==> src/hw/rtl/psrt_pkg.sv <==
// ----------------------------------------------------------------------------
// psrt_pkg
// shared types and codes for the pair set route table
// ----------------------------------------------------------------------------
package psrt_pkg;

  localparam int CAPACITY_DEF = 64;

  localparam int SRC_W   = 32;
  localparam int LINK_W  = 32;
  localparam int TOTAL_W = 7;

  typedef enum logic [1:0] {
    OP_ADD    = 2'd0,
    OP_REMOVE = 2'd1,
    OP_CLEAR  = 2'd2,
    OP_UNUSED = 2'd3
  } op_t;

  typedef enum logic [2:0] {
    ST_ADDED     = 3'd0,
    ST_DUPLICATE = 3'd1,
    ST_REMOVED   = 3'd2,
    ST_NOTFOUND  = 3'd3,
    ST_FULL      = 3'd4,
    ST_CLEARED   = 3'd5
  } status_t;

  typedef struct packed {
    logic              valid;
    logic [SRC_W-1:0]  source;
    logic [LINK_W-1:0] link;
  } entry_t;

  typedef enum logic [2:0] {
    S_INIT,
    S_IDLE,
    S_SCAN,
    S_DRAIN,
    S_CLEAR,
    S_DONE
  } state_t;

endpackage

==> src/hw/rtl/pair_set_route_table.sv <==
// ----------------------------------------------------------------------------
// pair_set_route_table
// bounded set of unique (source, link) pairs with add, remove and clear
// ----------------------------------------------------------------------------
//  channel | dir | handshake           | payload
//  s_      | in  | s_tvalid / s_tready | tuser: opcode, tdata: source_id, link_id
//  m_      | out | m_tvalid / m_tready | tuser: status, tdata: entry_total
//
//  add and remove read every slot, one table read per cycle through the single
//  read port, make the last compare in the drain state and write back in the done
//  state as the result is loaded. clear writes one slot per cycle, the unused
//  opcode goes straight to the done state. s_tready rises the cycle after the
//  result is loaded. after reset a sweep clears every slot before s_tready
//  rises. a result waits in the output register while a new item is taken; the
//  write-back stalls only if that register is still full.
// ----------------------------------------------------------------------------
module pair_set_route_table #(
  parameter int CAPACITY = psrt_pkg::CAPACITY_DEF
) (
  input  logic        clk,
  input  logic        rst,
  input  logic        s_tvalid,
  output logic        s_tready,
  input  logic [63:0] s_tdata,   // [31:0] source_id, [63:32] link_id
  input  logic [1:0]  s_tuser,   // [1:0] opcode
  output logic        m_tvalid,
  input  logic        m_tready,
  output logic [7:0]  m_tdata,   // [6:0] entry_total, [7] zero
  output logic [2:0]  m_tuser    // [2:0] status
);

  localparam int AW = (CAPACITY > 1) ? $clog2(CAPACITY) : 1;
  localparam int CW = $clog2(CAPACITY + 1);

  psrt_pkg::state_t state, state_next;

  logic [AW-1:0]                  addr;
  logic                           last;
  logic                           accept;

  psrt_pkg::op_t                  op_q;
  logic [psrt_pkg::SRC_W-1:0]     src_q;
  logic [psrt_pkg::LINK_W-1:0]    lnk_q;

  psrt_pkg::entry_t               mem [CAPACITY];
  psrt_pkg::entry_t               rd_data;
  logic                           cmp_vld;
  logic [AW-1:0]                  cmp_idx;

  logic                           hit;
  logic [AW-1:0]                  hit_idx;
  logic                           free_hit;
  logic [AW-1:0]                  free_idx;

  logic [CW-1:0]                  count;
  logic [CW-1:0]                  count_next;
  psrt_pkg::status_t              status_next;

  logic                           mem_we;
  logic [AW-1:0]                  mem_waddr;
  psrt_pkg::entry_t               mem_wdata;
  logic                           done_fire;

  logic                           out_valid;
  psrt_pkg::status_t              out_status;
  logic [psrt_pkg::TOTAL_W-1:0]   out_total;

  assign last   = (addr == AW'(CAPACITY - 1));
  assign accept = s_tvalid && s_tready;

  // next state
  always_comb begin
    state_next = state;
    case (state)
      psrt_pkg::S_INIT: begin
        if (last) state_next = psrt_pkg::S_IDLE;
      end
      psrt_pkg::S_IDLE: begin
        if (accept) begin
          case (psrt_pkg::op_t'(s_tuser))
            psrt_pkg::OP_ADD, psrt_pkg::OP_REMOVE: state_next = psrt_pkg::S_SCAN;
            psrt_pkg::OP_CLEAR:                    state_next = psrt_pkg::S_CLEAR;
            default:                               state_next = psrt_pkg::S_DONE;
          endcase
        end
      end
      psrt_pkg::S_SCAN: begin
        if (last) state_next = psrt_pkg::S_DRAIN;
      end
      psrt_pkg::S_DRAIN: state_next = psrt_pkg::S_DONE;
      psrt_pkg::S_CLEAR: begin
        if (last) state_next = psrt_pkg::S_DONE;
      end
      psrt_pkg::S_DONE: begin
        if (done_fire) state_next = psrt_pkg::S_IDLE;
      end
      default: state_next = psrt_pkg::S_INIT;
    endcase
  end

  // outputs of the sequencer
  always_comb begin
    s_tready    = (state == psrt_pkg::S_IDLE);
    done_fire   = (state == psrt_pkg::S_DONE) && (!out_valid || m_tready);
    mem_we      = 1'b0;
    mem_waddr   = addr;
    mem_wdata   = '{valid: 1'b0, source: src_q, link: lnk_q};
    status_next = psrt_pkg::ST_NOTFOUND;
    count_next  = count;
    case (state)
      psrt_pkg::S_INIT, psrt_pkg::S_CLEAR: begin
        mem_we = 1'b1;
      end
      psrt_pkg::S_DONE: begin
        case (op_q)
          psrt_pkg::OP_ADD: begin
            if (hit) begin
              status_next = psrt_pkg::ST_DUPLICATE;
            end else if (free_hit) begin
              status_next     = psrt_pkg::ST_ADDED;
              mem_we          = 1'b1;
              mem_waddr       = free_idx;
              mem_wdata.valid = 1'b1;
              count_next      = CW'(count + 1'b1);
            end else begin
              status_next = psrt_pkg::ST_FULL;
            end
          end
          psrt_pkg::OP_REMOVE: begin
            if (hit) begin
              status_next = psrt_pkg::ST_REMOVED;
              mem_we      = 1'b1;
              mem_waddr   = hit_idx;
              count_next  = CW'(count - 1'b1);
            end
          end
          psrt_pkg::OP_CLEAR: begin
            status_next = psrt_pkg::ST_CLEARED;
            count_next  = '0;
          end
          default: status_next = psrt_pkg::ST_NOTFOUND;
        endcase
      end
      default: mem_we = 1'b0;
    endcase
  end

  always_ff @(posedge clk) begin
    if (rst) begin
      state <= psrt_pkg::S_INIT;
    end else begin
      state <= state_next;
    end
  end

  // slot address for the reset sweep, the scan and the clear
  always_ff @(posedge clk) begin
    if (rst) begin
      addr <= '0;
    end else if (state == psrt_pkg::S_INIT || state == psrt_pkg::S_SCAN ||
                 state == psrt_pkg::S_CLEAR) begin
      addr <= last ? '0 : AW'(addr + 1'b1);
    end else if (accept) begin
      addr <= '0;
    end
  end

  always_ff @(posedge clk) begin
    if (accept) begin
      op_q  <= psrt_pkg::op_t'(s_tuser);
      src_q <= s_tdata[31:0];
      lnk_q <= s_tdata[63:32];
    end
  end

  // table memory, registered read
  always_ff @(posedge clk) begin
    if (mem_we) begin
      mem[mem_waddr] <= mem_wdata;
    end
    rd_data <= mem[addr];
    cmp_idx <= addr;
  end

  // shared compare on the slot read last cycle
  always_ff @(posedge clk) begin
    if (rst) begin
      cmp_vld  <= 1'b0;
      hit      <= 1'b0;
      free_hit <= 1'b0;
    end else begin
      cmp_vld <= (state == psrt_pkg::S_SCAN);
      if (accept) begin
        hit      <= 1'b0;
        free_hit <= 1'b0;
      end else if (cmp_vld) begin
        if (rd_data.valid && rd_data.source == src_q && rd_data.link == lnk_q &&
            !hit) begin
          hit <= 1'b1;
        end
        if (!rd_data.valid && !free_hit) begin
          free_hit <= 1'b1;
        end
      end
    end
  end

  always_ff @(posedge clk) begin
    if (cmp_vld && !hit && rd_data.valid && rd_data.source == src_q &&
        rd_data.link == lnk_q) begin
      hit_idx <= cmp_idx;
    end
    if (cmp_vld && !free_hit && !rd_data.valid) begin
      free_idx <= cmp_idx;
    end
  end

  always_ff @(posedge clk) begin
    if (rst) begin
      count     <= '0;
      out_valid <= 1'b0;
    end else begin
      if (done_fire) begin
        count     <= count_next;
        out_valid <= 1'b1;
      end else if (m_tready) begin
        out_valid <= 1'b0;
      end
    end
  end

  always_ff @(posedge clk) begin
    if (done_fire) begin
      out_status <= status_next;
      out_total  <= psrt_pkg::TOTAL_W'(count_next);
    end
  end

  assign m_tvalid = out_valid;
  assign m_tdata  = {1'b0, out_total};
  assign m_tuser  = out_status;

  a_count_bound: assert property (@(posedge clk) disable iff (rst)
    count <= CW'(CAPACITY))
    else $error("pair count above capacity");

  a_add_counts: assert property (@(posedge clk) disable iff (rst)
    done_fire && status_next == psrt_pkg::ST_ADDED |=> count == CW'($past(count) + 1'b1))
    else $error("add did not raise the pair count");

  a_clear_total: assert property (@(posedge clk) disable iff (rst)
    out_valid && out_status == psrt_pkg::ST_CLEARED |-> out_total == '0)
    else $error("clear result with nonzero total");

  a_full_no_free: assert property (@(posedge clk) disable iff (rst)
    done_fire && status_next == psrt_pkg::ST_FULL |-> count == CW'(CAPACITY))
    else $error("full reported with a free slot");

endmodule

==> config.mk <==
export PLATFORM = sky130hd
export DESIGN_NAME = pair_set_route_table
export DESIGN_NICKNAME = d
export VERILOG_FILES = /design/src/hw/rtl/psrt_pkg.sv /design/src/hw/rtl/pair_set_route_table.sv
export SDC_FILE = /design/constraint.sdc
export NUM_CORES = 2
export LEC_CHECK = 0
export BUFFER_PORTS_ARGS = -buffer_cell sky130_fd_sc_hd__buf_2
export CAP_MARGIN = 20
export CORE_MARGIN = 2
export CORE_UTILIZATION = 25
export DETAILED_ROUTE_END_ITERATION = 16
export SYNTH_ARGS = -nofsm -noshare
export SYNTH_HDL_FRONTEND = slang
export SYNTH_MEMORY_MAX_BITS = 65536
export SYNTH_SLANG_ARGS = --single-unit
==> constraint.sdc <==
create_clock -name clk -period 11.2 [get_ports clk]
set_clock_uncertainty 0.2 [all_clocks]
set_input_delay 2.24 -clock clk [delete_from_list [all_inputs] [get_ports clk]]
set_output_delay 2.24 -clock clk [all_outputs]
set_load 0.005 [all_outputs]
==> results.yml <==
die:
  fp.dieH_um: 815.3
  std_cell_rows: 297
  dieArea_mm2: 0.6647
  start_util_pct: 25.13
  coreArea_mm2: 0.6548
  die_x_um: 815.3
  ios: 83
place:
  placed_cell_area_mm2: 0.1764
  gp_congestion: 0.8177
  place_hpwl_um: 248800
  io_buffers: 81
layout:
  area_growth_pct: 15.60
  final_layout_size_suffix_gt1_share_pct: 26.06
  fillers: 63380
  fin_area_mm2: 0.1902
  layout.nets: 7697
  utilization_pct: 29.05
global_route:
  grt-ovfl-total: 0
  antenna_found_initial: 36
  grt_pass1_vias: 79610
  grt_start_max_net_pins: 104
  grt_util_all_layers_pct: 13.48
  grt_pass1_wl_um: 645800
logic_synthesis:
  synth.top_cell.area_share_pct: 77.53
  syn_area_mm2: 0.1645
  avgSynthCellArea_um2: 22.75
  synthFlopType: "edfxtp_1"
  synthesis.nets: 7307
  ys_seq_area_share_pct: 78.63
  yosysWarnings: 0
  ys_seq_elements: 4339
  synth_top_area_cell: "edfxtp_1"
  synth_cell_types: 81
  async_flop_share_pct: 0
  synth_cells: 7234
  synth_edf_count: 4248
  synth_area_leaders: "edfxtp_1, mux4_2, dfxtp_1"
clocking:
  clock_sinks: 4339
  cts_hold_buf: 0
  root_buffer: "clkbuf_16"
  postCtsSetupRepairBufs: 0
  cts.path.max_buffers: 4
  insertion_delay_ns: 0.98
  htreeDepth: 5
  clk_pin_slew_ns: 0.07
  cts_made_buffers: 419
  cts_tree: "done"
  cts_resized: 0
worst_setup_path:
  start_kind: "flip-flop"
  cp.arrival_ns: 6.00
  critical_path_peak_fanout: 30
  worst_setup_path_end_kind: "flip-flop"
  crit_type: "reg -> reg"
  required_ns: 11.55
drt:
  drt-initial-drc-count: 11570
  remaining_drc_errors: 0
  wl_um: 467300
  drtPass1Iterations: 5
  antenna_left: 0
  num_vias: 80360
  routedWlPerCell_um: 28.04
  viasPerCell: 4.822
sta:
  slew-limit-headroom_pct: 11.94
  fmax_mhz: 177.0
  final-setup-viol-count: 0
  tightest_slew_ns: 1.312
  maxSlewViolCount: 0
  setup_tns_ns: 0
  rsz0062_at_grt: "no"
  layout_min_cycle_time_ns: 5.650
  hold_viol: 0
  period_share_pct: 50.45
flow_run:
  drv_cap: 0
worst_hold_path:
  hold_class: "reg -> reg"
power_and_ir_drop:
  ir_drop_uv: 152.8
  p_leak_nw: 56.50
  powerDensity_mw_per_mm2: 176.9
run_status:
  outcome: "finished clean"
power breakdown:
part           leakage, nW  switching (mW)  internal (mW)  total [mW]
Clock                 6.65            6.14           8.05        14.2
Combinational         10.8           0.979          0.738        1.72
Sequential            39.1          0.0555           17.7        17.7
placed cells by master (no fill, tap or decap), types with 38 or more instances in the layout:
cell / netlist / layout
o221ai_1: 108 / 108
a31oi_1: 38 / 38
nor2_4: 0 / 69
a22oi_1: 212 / 212
clkbuf_1: 103 / 118
and3_1: 49 / 49
bufinv_16: 0 / 39
nor2_1: 141 / 73
clkbuf_16: 0 / 422
a21oi_1: 102 / 102
buf_2: 130 / 81
buf_4: 102 / 258
nand3_1: 69 / 69
nand2_1: 167 / 165
clkinv_1: 3 / 71
dfxtp_1: 91 / 86
mux2i_1: 165 / 165
mux4_2: 995 / 995
xnor2_1: 62 / 62
edfxtp_1: 4248 / 4248
clkinv_2: 0 / 59
sequential cells by signal, indices dropped and copies added, names as in the netlist, 3 cells and up:
| name | cells |
|---|---|
| addr | 6 |
| cmp_idx | 6 |
| count | 7 |
| free_idx | 6 |
| hit_idx | 6 |
| lnk_q | 32 |
| m_tuser | 3 |
| mem | 4160 |
| out_total | 7 |
| rd_data | 65 |
| src_q | 32 |
| state | 3 |
metal layers:
| layer | up-vias | GRT usage, % | routed length, um |
|---|---|---|---|
| li1 | 31760 | - | - |
| met4 | 20 | 4.080 | 15270 |
| met3 | 755 | 2.551 | 40710 |
| met5 | - | 0 | 117 |
| met1 | 43870 | 18.14 | 187100 |
| met2 | 3962 | 22.19 | 224100 |
cell families (layout without fill, tap and decap cells):
logic type	Yosys count	in the layout	share of synthesized area [%]
DFF	4339	4339	78.63
muxes	1162	1162	14.64
AOI/OAI and AO/OA	702	702	3.218
and+or+nand+nor	550	550	1.598
buffers and inverters	413	1160	1.547
xor gates and xnor gates	64	64	0.3407
adders and majority gates	3	3	0.02282
other	1	15	0.002279
worst paths after layout:
| path | depth (start not counted) | slack (ns) | to | start |
|---|---|---|---|---|
| hold reg to reg | 0 | 0.23 | free_idx[5] | cmp_idx[5] |
| hold / removal | 0 | 0.23 | free_idx[5] | cmp_idx[5] |
| setup reg to reg | 7 | 5.55 | mem[31][45] | op_q[0] |
| setup / recovery | 7 | 5.55 | mem[31][45] | op_q[0] |
per-stage QoR:
step / setup WS [ns] / hold WS [ns] / total power, mW / std cells
global placement: 5.836 / 0.2136 / 19.81 / 15870
floorplan: 6.043 / 0.1258 / 19.29 / 7234
detailed placement: 5.774 / 0.2117 / 19.82 / 15870
global route: 5.351 / 0.2397 / 34.51 / 16650
finish: 5.550 / 0.2257 / 33.65 / 16670
CTS: 5.719 / 0.2240 / 33.85 / 16650
cell type report:
| type | count | area, um^2 | share of cell area (%) |
|---|---|---|---|
| Antenna cell | 14 | 35.03 | 0.01842 |
| Sequential cell | 4339 | 129400 | 68.03 |
| Timing Repair Buffer | 371 | 2957 | 1.554 |
| Tap cell | 8671 | 10850 | 5.704 |
| Clock buffer | 567 | 11370 | 5.980 |
| Clock inverter | 211 | 2361 | 1.241 |
| Multi-Input combinational cell | 2482 | 33180 | 17.44 |
| Inverter | 11 | 48.80 | 0.02565 |
critical path: stages (launching register included):
cell and delay [ns]:
edfxtp_1 0.71, nor3b_2 0.57, o211ai_2 0.27, a2bb2oi_1 0.40, nand3_1 0.70, nor2_4 0.96, buf_4 0.62, buf_4 0.71
cell usage after synthesis, drive strengths merged (3+ instances only):
library cell     n
a21oi          103
clkinv           3
mux4           995
a22o            15
and2             8
a21o             4
nor2b           20
and3            49
nor4             8
a31oi           38
a221oi          45
o221ai         108
or3              6
xnor2           62
nor3            17
o22ai           22
nand3           69
nand4           20
a2111oi          3
nand2b          11
or2              8
nand4bb          3
o21ai           37
nor2           142
a2bb2oi          3
dfxtp           91
a211oi          19
a311oi          34
nand2          169
o21a             3
nor3b            4
ha               3
mux2i          165
nand3b           5
a22oi          212
buf            299
edfxtp        4248
o211a           15
o2bb2ai          4
clkbuf         103
inv              8
o22a            20
No activity file was read; power rests on OpenSTA's default activity.
